[src/sv/spr_pkg.sv]
package spr_pkg;

    // Base ticks per ramp tick
    localparam int RAMP_DIVIDE = 16;
    localparam int PRESCALE_W  = (RAMP_DIVIDE > 1) ? $clog2(RAMP_DIVIDE) : 1;
    localparam logic [PRESCALE_W-1:0] PRESCALE_LAST = PRESCALE_W'(RAMP_DIVIDE - 1);

    localparam logic [7:0] PERIOD_SLOW   = 8'd255;
    localparam logic [7:0] ACC_SLOW      = 8'd255;
    localparam logic [6:0] PCT_MAX       = 7'd100;
    localparam logic [7:0] RAMP_PER_RST  = 8'd4;
    localparam logic [6:0] ACCEL_RST     = 7'd99;

    // Reciprocal constants, all scaled by 2^19 or 2^20
    // pct*251/100 -> (pct*1315993) >> 19
    localparam logic [27:0] SPEED_RECIP = 28'd1315993;
    // pct*254/100 -> (pct*1331722) >> 19
    localparam logic [27:0] ACCEL_RECIP = 28'd1331722;
    // x*100/251   -> (x*417760) >> 20
    localparam logic [26:0] RB_RECIP    = 27'd417760;

    typedef enum logic [2:0] {
        CMD_TICK      = 3'd0,
        CMD_TARGET    = 3'd1,
        CMD_IMMEDIATE = 3'd2,
        CMD_DIRECTION = 3'd3,
        CMD_HALT      = 3'd4,
        CMD_START     = 3'd5
    } t_cmd;

    // Registered input beat, with the speed already mapped to a half-period
    typedef struct packed {
        logic [2:0] command;
        logic [7:0] speed_period;
        logic       direction;
    } t_item;

    // Speed percent to half-period: 255 - min(pct,100)*251/100
    function automatic logic [7:0] speed_to_period(input logic [6:0] pct);
        logic [6:0]  p;
        logic [27:0] prod;
        p    = (pct > PCT_MAX) ? PCT_MAX : pct;
        prod = 28'(p) * SPEED_RECIP;
        return PERIOD_SLOW - prod[26:19];
    endfunction

    // Accel percent to ramp period: 255 - min(pct,100)*254/100
    function automatic logic [7:0] accel_to_ramp(input logic [6:0] pct);
        logic [6:0]  p;
        logic [27:0] prod;
        p    = (pct > PCT_MAX) ? PCT_MAX : pct;
        prod = 28'(p) * ACCEL_RECIP;
        return ACC_SLOW - prod[26:19];
    endfunction

    // Half-period to speed percent: (255-p)*100/251, capped at 100
    function automatic logic [6:0] period_to_percent(input logic [7:0] per);
        logic [7:0]  x;
        logic [26:0] prod;
        x    = PERIOD_SLOW - per;
        prod = 27'(x) * RB_RECIP;
        return (prod[26:20] > PCT_MAX) ? PCT_MAX : prod[26:20];
    endfunction

endpackage

[src/sv/spr_cmd_if.sv]
interface spr_cmd_if;
    logic       valid;
    logic       ready;
    logic [2:0] command;
    logic [6:0] speed_percent;
    logic       direction;

    modport source (output valid, command, speed_percent, direction, input ready);
    modport sink   (input valid, command, speed_percent, direction, output ready);
endinterface

[src/sv/spr_res_if.sv]
interface spr_res_if;
    logic       valid;
    logic       ready;
    logic       step_level;
    logic       dir_level;
    logic [7:0] half_period;
    logic [6:0] speed_readback;
    logic       at_target;
    logic       running;

    modport source (output valid, step_level, dir_level, half_period, speed_readback,
                    at_target, running, input ready);
    modport sink   (input valid, step_level, dir_level, half_period, speed_readback,
                    at_target, running, output ready);
endinterface

[src/sv/spr_cfg_if.sv]
interface spr_cfg_if;
    logic       valid;
    logic       ready;
    logic [6:0] data;

    modport source (output valid, data, input ready);
    modport sink   (input valid, data, output ready);
endinterface

[src/sv/stepper_pulse_ramp_generator_core.sv]
// Stepper pulse generator with linear speed ramp.
// An accepted command beat passes the input register, then the state
// update into the result register.
// Throughput: one beat per cycle while the result slot is empty or being emptied.
// Reset (synchronous, active low): halted, lines low, counters zero,
// current and target half-period 255, accel percent 99 (ramp period 4).
module stepper_pulse_ramp_generator_core
    import spr_pkg::*;
(
    input  logic       i_clk,
    input  logic       i_rst_n,
    spr_cmd_if.sink    i_cmd,
    spr_cfg_if.sink    i_cfg,
    spr_res_if.source  o_res
);

    logic  in_valid;
    t_item in_item;
    logic  take;

    spr_in_stage u_in_stage (
        .i_clk   (i_clk),
        .i_rst_n (i_rst_n),
        .i_cmd   (i_cmd),
        .o_valid (in_valid),
        .o_item  (in_item),
        .i_take  (take)
    );

    spr_exec u_exec (
        .i_clk   (i_clk),
        .i_rst_n (i_rst_n),
        .i_valid (in_valid),
        .i_item  (in_item),
        .o_take  (take),
        .i_cfg   (i_cfg),
        .o_res   (o_res)
    );

endmodule

[src/sv/spr_in_stage.sv]
module spr_in_stage
    import spr_pkg::*;
(
    input  logic          i_clk,
    input  logic          i_rst_n,
    spr_cmd_if.sink       i_cmd,
    output logic          o_valid,
    output t_item         o_item,
    input  logic          i_take
);

    logic  r_valid;
    t_item r_item;
    logic  load;

    // Stage is free when empty or being drained this cycle
    assign i_cmd.ready = !r_valid || i_take;
    assign load        = i_cmd.valid && i_cmd.ready;

    always_ff @(posedge i_clk) begin
        if (!i_rst_n) begin
            r_valid <= 1'b0;
        end else if (load) begin
            r_valid <= 1'b1;
        end else if (i_take) begin
            r_valid <= 1'b0;
        end
    end

    // Payload: speed is mapped to a half-period on capture
    always_ff @(posedge i_clk) begin
        if (load) begin
            r_item.command      <= i_cmd.command;
            r_item.speed_period <= speed_to_period(i_cmd.speed_percent);
            r_item.direction    <= i_cmd.direction;
        end
    end

    assign o_valid = r_valid;
    assign o_item  = r_item;

endmodule

[src/sv/spr_exec.sv]
module spr_exec
    import spr_pkg::*;
(
    input  logic          i_clk,
    input  logic          i_rst_n,
    input  logic          i_valid,
    input  t_item         i_item,
    output logic          o_take,
    spr_cfg_if.sink       i_cfg,
    spr_res_if.source     o_res
);

    // Motor state
    logic [7:0]            r_step_count,  n_step_count;
    logic [7:0]            r_ramp_count,  n_ramp_count;
    logic [PRESCALE_W-1:0] r_prescale,    n_prescale;
    logic [7:0]            r_cur_period,  n_cur_period;
    logic [7:0]            r_tgt_period,  n_tgt_period;
    logic                  r_step_line,   n_step_line;
    logic                  r_dir_line,    n_dir_line;
    logic                  r_run,         n_run;
    logic [7:0]            r_ramp_period;

    // Result register
    logic       r_out_valid;
    logic       r_out_step;
    logic       r_out_dir;
    logic [7:0] r_out_period;
    logic [6:0] r_out_rb;
    logic       r_out_at_tgt;
    logic       r_out_run;

    // Advance when the result slot is empty or being emptied
    assign o_take = i_valid && (!r_out_valid || o_res.ready);

    // Config: ramp period is mapped on write
    assign i_cfg.ready = 1'b1;

    always_ff @(posedge i_clk) begin
        if (!i_rst_n) begin
            r_ramp_period <= RAMP_PER_RST;
        end else if (i_cfg.valid) begin
            r_ramp_period <= accel_to_ramp(i_cfg.data);
        end
    end

    // Next-state logic for one beat
    always_comb begin
        n_step_count = r_step_count;
        n_ramp_count = r_ramp_count;
        n_prescale   = r_prescale;
        n_cur_period = r_cur_period;
        n_tgt_period = r_tgt_period;
        n_step_line  = r_step_line;
        n_dir_line   = r_dir_line;
        n_run        = r_run;
        case (i_item.command)
            CMD_TICK: begin
                if (r_run) begin
                    // step half-period counter
                    if (r_step_count == r_cur_period) begin
                        n_step_line  = !r_step_line;
                        n_step_count = '0;
                    end else begin
                        n_step_count = r_step_count + 8'd1;
                    end
                    // prescaler, then ramp tick
                    if (r_prescale == PRESCALE_LAST) begin
                        n_prescale = '0;
                        if (r_ramp_count == r_ramp_period) begin
                            n_ramp_count = '0;
                            if (r_cur_period > r_tgt_period) begin
                                n_cur_period = r_cur_period - 8'd1;
                            end else if (r_cur_period < r_tgt_period) begin
                                n_cur_period = r_cur_period + 8'd1;
                            end
                        end else begin
                            n_ramp_count = r_ramp_count + 8'd1;
                        end
                    end else begin
                        n_prescale = r_prescale + PRESCALE_W'(1);
                    end
                end
            end
            CMD_TARGET: begin
                n_tgt_period = i_item.speed_period;
            end
            CMD_IMMEDIATE: begin
                n_tgt_period = i_item.speed_period;
                n_cur_period = i_item.speed_period;
            end
            CMD_DIRECTION: begin
                n_dir_line = i_item.direction;
            end
            CMD_HALT: begin
                n_run = 1'b0;
            end
            CMD_START: begin
                n_run        = 1'b1;
                n_step_line  = 1'b0;
                n_dir_line   = 1'b0;
                n_step_count = '0;
                n_ramp_count = '0;
                n_prescale   = '0;
                n_cur_period = PERIOD_SLOW;
            end
            default: begin
                // unused codes leave the state alone
            end
        endcase
    end

    // State registers
    always_ff @(posedge i_clk) begin
        if (!i_rst_n) begin
            r_step_count <= '0;
            r_ramp_count <= '0;
            r_prescale   <= '0;
            r_cur_period <= PERIOD_SLOW;
            r_tgt_period <= PERIOD_SLOW;
            r_step_line  <= 1'b0;
            r_dir_line   <= 1'b0;
            r_run        <= 1'b0;
        end else if (o_take) begin
            r_step_count <= n_step_count;
            r_ramp_count <= n_ramp_count;
            r_prescale   <= n_prescale;
            r_cur_period <= n_cur_period;
            r_tgt_period <= n_tgt_period;
            r_step_line  <= n_step_line;
            r_dir_line   <= n_dir_line;
            r_run        <= n_run;
        end
    end

    // Result valid
    always_ff @(posedge i_clk) begin
        if (!i_rst_n) begin
            r_out_valid <= 1'b0;
        end else if (o_take) begin
            r_out_valid <= 1'b1;
        end else if (o_res.ready) begin
            r_out_valid <= 1'b0;
        end
    end

    // Result payload, taken after the update
    always_ff @(posedge i_clk) begin
        if (o_take) begin
            r_out_step   <= n_step_line;
            r_out_dir    <= n_dir_line;
            r_out_period <= n_cur_period;
            r_out_rb     <= period_to_percent(n_cur_period);
            r_out_at_tgt <= (n_cur_period == n_tgt_period);
            r_out_run    <= n_run;
        end
    end

    assign o_res.valid          = r_out_valid;
    assign o_res.step_level     = r_out_step;
    assign o_res.dir_level      = r_out_dir;
    assign o_res.half_period    = r_out_period;
    assign o_res.speed_readback = r_out_rb;
    assign o_res.at_target      = r_out_at_tgt;
    assign o_res.running        = r_out_run;

endmodule
[src/flat_wrapper.sv]
// flat-port wrapper written by rule: the top's interface ports become plain ports
module stepper_pulse_ramp_generator_core_flat import spr_pkg::*;
  (i_clk, i_rst_n, i_cmd_valid, i_cmd_command, i_cmd_speed_percent, i_cmd_direction, i_cmd_ready, i_cfg_valid, i_cfg_data, i_cfg_ready, o_res_valid, o_res_step_level, o_res_dir_level, o_res_half_period, o_res_speed_readback, o_res_at_target, o_res_running, o_res_ready);
  spr_cmd_if i_cmd_i ();
  spr_cfg_if i_cfg_i ();
  spr_res_if o_res_i ();
  input  logic i_clk;
  input  logic i_rst_n;
  input wire logic [$bits(i_cmd_i.valid)-1:0] i_cmd_valid;
  input wire logic [$bits(i_cmd_i.command)-1:0] i_cmd_command;
  input wire logic [$bits(i_cmd_i.speed_percent)-1:0] i_cmd_speed_percent;
  input wire logic [$bits(i_cmd_i.direction)-1:0] i_cmd_direction;
  output wire logic [$bits(i_cmd_i.ready)-1:0] i_cmd_ready;
  input wire logic [$bits(i_cfg_i.valid)-1:0] i_cfg_valid;
  input wire logic [$bits(i_cfg_i.data)-1:0] i_cfg_data;
  output wire logic [$bits(i_cfg_i.ready)-1:0] i_cfg_ready;
  output wire logic [$bits(o_res_i.valid)-1:0] o_res_valid;
  output wire logic [$bits(o_res_i.step_level)-1:0] o_res_step_level;
  output wire logic [$bits(o_res_i.dir_level)-1:0] o_res_dir_level;
  output wire logic [$bits(o_res_i.half_period)-1:0] o_res_half_period;
  output wire logic [$bits(o_res_i.speed_readback)-1:0] o_res_speed_readback;
  output wire logic [$bits(o_res_i.at_target)-1:0] o_res_at_target;
  output wire logic [$bits(o_res_i.running)-1:0] o_res_running;
  input wire logic [$bits(o_res_i.ready)-1:0] o_res_ready;
  assign i_cmd_i.valid = i_cmd_valid;
  assign i_cmd_i.command = i_cmd_command;
  assign i_cmd_i.speed_percent = i_cmd_speed_percent;
  assign i_cmd_i.direction = i_cmd_direction;
  assign i_cmd_ready = i_cmd_i.ready;
  assign i_cfg_i.valid = i_cfg_valid;
  assign i_cfg_i.data = i_cfg_data;
  assign i_cfg_ready = i_cfg_i.ready;
  assign o_res_valid = o_res_i.valid;
  assign o_res_step_level = o_res_i.step_level;
  assign o_res_dir_level = o_res_i.dir_level;
  assign o_res_half_period = o_res_i.half_period;
  assign o_res_speed_readback = o_res_i.speed_readback;
  assign o_res_at_target = o_res_i.at_target;
  assign o_res_running = o_res_i.running;
  assign o_res_i.ready = o_res_ready;
  stepper_pulse_ramp_generator_core u_core (.i_clk(i_clk), .i_rst_n(i_rst_n), .i_cmd(i_cmd_i), .i_cfg(i_cfg_i), .o_res(o_res_i));
endmodule
[config.mk]
export PLATFORM = sky130hd
export DESIGN_NAME = stepper_pulse_ramp_generator_core_flat
export DESIGN_NICKNAME = d
export VERILOG_FILES = /design/src/sv/spr_pkg.sv /design/src/sv/spr_cmd_if.sv /design/src/sv/spr_res_if.sv /design/src/sv/spr_cfg_if.sv /design/src/sv/stepper_pulse_ramp_generator_core.sv /design/src/sv/spr_in_stage.sv /design/src/sv/spr_exec.sv /design/src/flat_wrapper.sv
export SDC_FILE = /design/constraint.sdc
export NUM_CORES = 1
export LEC_CHECK = 0
export ABC_AREA = 1
export BUFFER_PORTS_ARGS = -buffer_cell sky130_fd_sc_hd__buf_2
export CAP_MARGIN = 10
export CORE_ASPECT_RATIO = 1.1
export CORE_MARGIN = 2
export CORE_UTILIZATION = 60
export CTS_CLUSTER_SIZE = 40
export DETAILED_ROUTE_END_ITERATION = 16
export PLACE_DENSITY = 0.8
export SYNTH_ARGS = -nofsm -noshare
export SYNTH_HDL_FRONTEND = slang
export SYNTH_SLANG_ARGS = --single-unit
[constraint.sdc]
create_clock -name i_clk -period 7 [get_ports i_clk]
set_input_delay 0.35 -clock i_clk [delete_from_list [all_inputs] [get_ports i_clk]]
set_output_delay 0.35 -clock i_clk [all_outputs]
set_load 0.05 [all_outputs]
==> results of run 1 <==
## Yosys cell counts (2+ instances only)
cell,instances
nand2_1,263
inv_1,236
ha_1,168
a21oi_1,91
nor2_1,90
o21ai_0,76
nand3_1,65
dfxtp_1,49
fa_1,42
edfxtp_1,31
nand4_1,25
xor2_1,19
xnor2_1,17
clkbuf_1,13
nand3b_1,10
nor3_1,10
nor4_1,10
a21o_1,8
a31oi_1,7
inv_2,6
a211oi_1,5
or2_2,5
nand2_2,4
o22ai_1,4
buf_2,3
nor2_2,3
o211ai_1,3
o21a_1,3
o21ai_1,3
o31ai_1,3
buf_4,2
nor2_4,2
nor3b_1,2
## cells by family (layout without fill, tap and decap cells)
group                    Yosys count  after routing  synth area share, %
XOR/XNOR                          36             36                3.320
adder cells (fa/ha/maj)          210            210                30.98
AND/OR/NAND/NOR                  497            497                23.09
other                              1              1              0.03948
buffers and inverters            262            303                10.55
flip-flops                        80             80                20.13
AO/OA/AOI/OAI                    208            208                11.88
## registers in the layout (all words and copies together) (netlist names), 4 cells and up
name	flops
u_core.u_exec.o_res.half_period	8
u_core.u_exec.o_res.speed_readback	7
u_core.u_exec.r_cur_period	8
u_core.u_exec.r_prescale	4
u_core.u_exec.r_ramp_count	8
u_core.u_exec.r_ramp_period	8
u_core.u_exec.r_step_count	8
u_core.u_exec.r_tgt_period	8
u_core.u_in_stage.o_item	12
## through the flow
stage,power [mW],instances,utilization (%)
after CTS,2.686,1535,65.21
final,2.686,1535,65.23
after floorplan,1.820,1294,-
after detailed placement,2.196,1520,63.33
after global placement,2.155,1520,63.33
after global routing,2.966,1535,65.23
## layout make-up
type / instances / area [um2] / area share (%)
multi-input combinational: 952 / 6586 / 64.66
sequential: 80 / 1913 / 18.78
inverter: 243 / 912.1 / 8.955
tap: 200 / 250.2 / 2.457
timing repair buffer: 45 / 230.2 / 2.260
clock buffer: 9 / 225.2 / 2.211
clock inverter: 6 / 68.82 / 0.6756
## power by group
| part | internal [mW] | switching (mW) |
|---|---|---|
| clock | 0.277 | 0.200 |
| sequential | 0.538 | 0.0273 |
| combinational | 0.583 | 1.06 |
## path summary, 6_finish.rpt
check	end	slack (ns)	cells after the start
worst min-delay path	u_core.u_in_stage.o_item[9]	0.18	1
worst max register to register	u_core.u_exec.o_res.speed_readback[3]	0.58	29
worst max-delay path	u_core.u_exec.o_res.speed_readback[3]	0.58	29
worst min register to register	u_core.u_exec.r_tgt_period[7]	0.47	2
## critical path, delay by kind of cell, from the launching register on
family	cells	cell delay [ns]
buffers and inverters	6	0.43
flip-flops	1	0.47
XOR/XNOR	1	0.14
AO/OA/AOI/OAI	3	0.55
adder cells (fa/ha/maj)	6	2.89
AND/OR/NAND/NOR	13	1.66
## metal layers
layer,up-vias,track usage (%),wire [um]
met4,0,10.05,708
li1,4344,-,-
met1,3866,34.19,9211
met5,-,0,0
met3,49,2.685,910
met2,207,50.31,11020
==> results.py, run 1 <==
metrics = {
    "status": {
        "status": "finished clean",
    },
    "logic_synthesis": {
        "synth_area_um2": 9498,
        "ys_seq_elements": 80,
        "ys_types": 49,
        "synth_area_leaders": "ha_1, nand2_1, dfxtp_1",
        "syn_nets": 1527,
        "synth_edf_count": 31,
        "yosysTopAreaCell": "ha_1",
        "synthCells": 1294,
        "syn_area_per_cell_um2": 7.340,
        "synth_warnings": 0,
        "synthArstFlopShare_pct": 0,
        "ys_seq_area_share_pct": 20.13,
        "synth_ff_type": "dfxtp_1",
        "synth_top_area_share_pct": 22.13,
    },
    "timing": {
        "fmax_mhz": 155.8,
        "timing.final.crit_share_pct": 91.69,
        "relSlewSlack_pct": 30.63,
        "finalClockSkew_ns": 0.008432,
        "hold_slack_ns": 0.1809,
        "worst_slack_ns": 0.5819,
        "tns_ns": 0,
        "slew_violations": 0,
        "setup_viol": 0,
        "period_needed_ns": 6.418,
        "rsz0062_at_grt": "false",
        "hold_violations": 0,
        "worst_pin_slew_ns": 1.039,
    },
    "detailed_routing": {
        "vias": 8466,
        "viasPerCell": 5.515,
        "dr.pass1.iters": 6,
        "drt_iter0_markers": 581,
        "drt_wl_total_mm": 21.85,
        "drc": 0,
        "ant_nets": 0,
        "post_drt_wl_per_cell_um": 14.24,
    },
    "power_and_ir_drop": {
        "p_leak_nw": 5.459,
        "peakVddDrop_v": 0.0002528,
        "power_density_nw_per_um2": 263.7,
    },
    "worst_setup_path": {
        "cp-end-kind": "flip-flop",
        "r2r_start": "u_core.u_exec.r_cur_period[7]",
        "start_kind": "flip-flop",
        "slowest_delay_ns": 0.68,
        "required_ns": 7.10,
        "cp_data_arrival_time_ns": 6.51,
        "crit_fanout": 9,
        "cpMostUsedCell": "inv_1",
        "crit_path_top_delay_cell": "fa_2",
        "crit_start": "u_core.u_exec.r_cur_period[7]",
        "crit_type": "reg -> reg",
    },
    "min_path": {
        "min_path_type": "in -> reg",
        "hp-start": "i_cmd_command[0]",
    },
    "cells_and_area": {
        "fillCellCount": 1417,
        "fin_nets": 1564,
        "fin_area_um2": 10190,
        "area_growth_pct": 7.245,
        "layout-drive-gt1-share_pct": 6.517,
        "diodes": 0,
        "layout_commonest_cell": "nand2_1",
        "final_cell_mix": "nand2_1, inv_1, ha_1",
    },
    "die": {
        "core_area_um2": 15620,
        "fp.dieW_um": 124.0,
        "boundaryPins": 45,
        "start_util_pct": 60.83,
        "core.rowCount": 48,
        "die_area_um2": 16850,
        "chipHeight_um": 136.0,
    },
    "place": {
        "dpl_cell_area_um2": 9888,
        "io_buffer_count": 43,
        "dp_hpwl_mm": 18.10,
        "dpl_worst_slack_ns": 0.5915,
        "gp_congestion": 0.9517,
    },
    "cts": {
        "cts_buffer_depth": 2,
        "cts-buffers-inserted": 9,
        "path_clk_slew_ns": 0.06,
        "root_buffer": "clkbuf_16",
        "cts.sinks": 80,
        "post_cts_buffers": 0,
        "cts.htree.levels": 3,
        "ctsResizeCount": 0,
        "cts_tree": "built",
        "hold_buffers": 0,
        "worstSkewPairLatency_ns": 0.35,
    },
    "global_route": {
        "grt_overflow_total": 0,
        "first_global_vias": 8345,
        "grt_pass1_wl_mm": 37.74,
        "grt_max_degree": 42,
        "track_usage_pct": 27.87,
        "grt_antenna_before_repair": 0,
    },
    "job": {
        "cap_violations": 0,
    },
}
Power figures use the tool's default switching activity.
==> run 2: changes to the inputs <==
Settings changed: SYNTH_HIERARCHICAL from default to 1.
==> run 2 against run 1 <==
  * Register-to-register slack is essentially flat
  * Total power rose by 12%
  * Sequential cell count stayed put
  * Wire length increased by 5.4%
  * Sequential power increased by 3%
  * Non-clock buffer count increased by 3
  * Die area increased by 3.3%
  * Sequential share of layout area shrank 0.61 points
  * Largest cell class unchanged
==> results.py, run 2 <==
metrics = {
    "die": {
        "fp.dieW_um": 126,
        "boundaryPins": 45,
        "start_util_pct": 60.69,
        "core_area_um2": 16190,
        "core.rowCount": 49,
        "die_area_um2": 17410,
        "chipHeight_um": 138.2,
    },
    "cells_and_area": {
        "layout-drive-gt1-share_pct": 7.345,
        "fin_nets": 1642,
        "fillCellCount": 1434,
        "final_cell_mix": "nand2_1, inv_1, ha_1",
        "fin_area_um2": 10530,
        "layout_commonest_cell": "nand2_1",
        "final_core_utilization_pct": 65.06,
        "area_growth_pct": 7.197,
        "largest_reg_flops": 12,
    },
    "detailed_routing": {
        "viasPerCell": 5.511,
        "drt-met1-wl_mm": 9.862,
        "dr_wl_met3_mm": 1.237,
        "route.met2.wl_mm": 11.32,
        "ant_nets": 0,
        "drt_wl_total_mm": 23.03,
        "drt_iter0_markers": 585,
        "vias": 8933,
        "drc": 0,
        "post_drt_wl_per_cell_um": 14.21,
        "dr.pass1.iters": 5,
        "top_layer": "met4",
    },
    "worst_setup_path": {
        "crit_type": "reg -> reg",
        "cp_data_arrival_time_ns": 6.53,
        "crit_fanout": 11,
        "required_ns": 7.10,
        "slowest_delay_ns": 0.53,
        "start_kind": "flip-flop",
        "cpMostUsedCell": "nand2_1",
        "reg2reg_setup_slack_ns": 0.57,
        "crit_path_top_delay_cell": "fa_1",
        "cp-end-kind": "flip-flop",
    },
    "global_route": {
        "track_usage_pct": 27.15,
        "grt_pass1_wl_mm": 39.67,
        "first_global_vias": 8785,
        "grt_max_degree": 41,
        "grt_antenna_before_repair": 0,
        "grt_overflow_total": 0,
    },
    "logic_synthesis": {
        "synth_edf_count": 31,
        "ys_types": 51,
        "synth_warnings": 6,
        "synth_area_um2": 9823,
        "synthArstFlopShare_pct": 0,
        "synth_common_cells": "nand2_1, inv_1, ha_1",
        "synth_ff_type": "dfxtp_1",
        "synth_top_area_share_pct": 21.14,
        "ys_seq_elements": 80,
        "synth_area_leaders": "ha_1, nand2_1, dfxtp_1",
        "synth_most_common_cell": "nand2_1",
        "ys_seq_area_share_pct": 19.46,
        "syn_nets": 1606,
        "syn_area_per_cell_um2": 7.144,
        "synthCells": 1375,
        "yosysTopAreaCell": "ha_1",
    },
    "timing": {
        "relSlewSlack_pct": 21.22,
        "worst_pin_slew_ns": 1.182,
        "worst_slack_ns": 0.5706,
        "finalClockSkew_ns": 0.008619,
        "hold_violations": 0,
        "setup_viol": 0,
        "timing.final.crit_share_pct": 91.85,
        "fmax_mhz": 155.5,
        "tns_ns": 0,
        "period_needed_ns": 6.429,
        "slew_violations": 0,
        "rsz0062_at_grt": "false",
    },
    "power_and_ir_drop": {
        "peakVddDrop_v": 0.0002219,
        "p_switching_mw": 1.486,
        "combPwrFrac_pct": 65.3,
        "power_density_nw_per_um2": 285.1,
        "p_leak_nw": 5.730,
        "switching_share_pct": 49.50,
        "power_frac_clock_pct": 15.4,
        "power_frac_seq_pct": 19.3,
        "p_int_mw": 1.516,
    },
    "job": {
        "cap_violations": 0,
    },
    "place": {
        "dp_hpwl_mm": 19.18,
        "dpl_worst_slack_ns": 0.4365,
        "dpl_cell_area_um2": 10230,
        "gp_congestion": 0.9725,
        "io_buffer_count": 43,
    },
    "cts": {
        "hold_buffers": 0,
        "cts-buffers-inserted": 9,
        "cts_tree": "built",
        "cts.htree.levels": 3,
        "cts_buffer_depth": 2,
        "cts.sinks": 80,
        "root_buffer": "clkbuf_16",
        "worstSkewPairLatency_ns": 0.34,
        "path_clk_slew_ns": 0.06,
    },
    "status": {
        "status": "finished clean",
    },
    "min_path": {
        "min_path_type": "in -> reg",
    },
}
[run 2: metrics by stage]
step,std cells,power (mW),hold WS (ns)
finish,1621,3.003,0.1854
floorplan,1375,2.113,0.4484
detailed placement,1604,2.528,0.4659
global route,1620,3.352,0.1821
CTS,1620,3.005,0.1798
global placement,1604,2.479,0.4629
[run 2: logic make-up after synthesis]
kind of cell	count (synthesis)	synth area share, %
compound gates	201	11.17
xor+xnor	28	2.497
fa+ha+maj	208	29.70
buf+inv	281	10.95
flops	80	19.46
other cells	1	0.03818
simple gates	576	26.18
[run 2: per-layer routing]
layer	global-route usage, %	vias to the layer above
li1	-	4562
met2	48.33	257
met1	33.48	4062
met4	8.791	0
met3	4.257	52
met5	0	-
[run 2: cell type report]
cell class,instances,area (um2),area share (%)
multi-input combinational,1014,6845,65.01
timing repair buffer,48,252.7,2.400
clock inverter,6,51.30,0.4872
clock buffer,10,239.0,2.269
antenna,1,2.502,0.02376
tap,204,255.2,2.424
inverter,258,970.9,9.221
sequential,80,1913,18.17
[run 2: power by group through the flow]
stage | Clock [mW] | Sequential [mW] | Combinational [mW]
5_1_grt | 0.486 | 0.584 | 2.28
6_report | 0.463 | 0.580 | 1.96
3_3_place_gp | 0 | 0.588 | 1.89
3_5_place_dp | 0 | 0.590 | 1.94
4_1_cts | 0.473 | 0.580 | 1.95
2_1_floorplan | 0 | 0.647 | 1.47
[run 2: timing repair]
| action | CTS | global route |
|---|---|---|
| setup buffers | 0 | 0 |
| setup endpoints to repair | 0 | 5 |
| hold endpoints to repair | 0 | 0 |
| resized for setup | 0 | 4 |
[run 2: final timing paths]
path                                           end                     startpoint  cells past startpoint
min                    u_core/u_in_stage/o_item[9]               i_cmd_command[0]                      1
max          u_core/u_exec/o_res.speed_readback[1]  u_core/u_exec/r_cur_period[7]                     32
min reg2reg            u_core/u_exec/r_prescale[2]    u_core/u_exec/r_prescale[2]                      2
max reg2reg  u_core/u_exec/o_res.speed_readback[1]  u_core/u_exec/r_cur_period[7]                     32
[run 2: critical path: cells and delay by family (launching register included)]
| kind | cells | cell delay [ns] |
|---|---|---|
| flops | 1 | 0.50 |
| fa+ha+maj | 6 | 2.62 |
| compound gates | 3 | 0.54 |
| buf+inv | 5 | 0.51 |
| xor+xnor | 1 | 0.22 |
| simple gates | 17 | 1.78 |
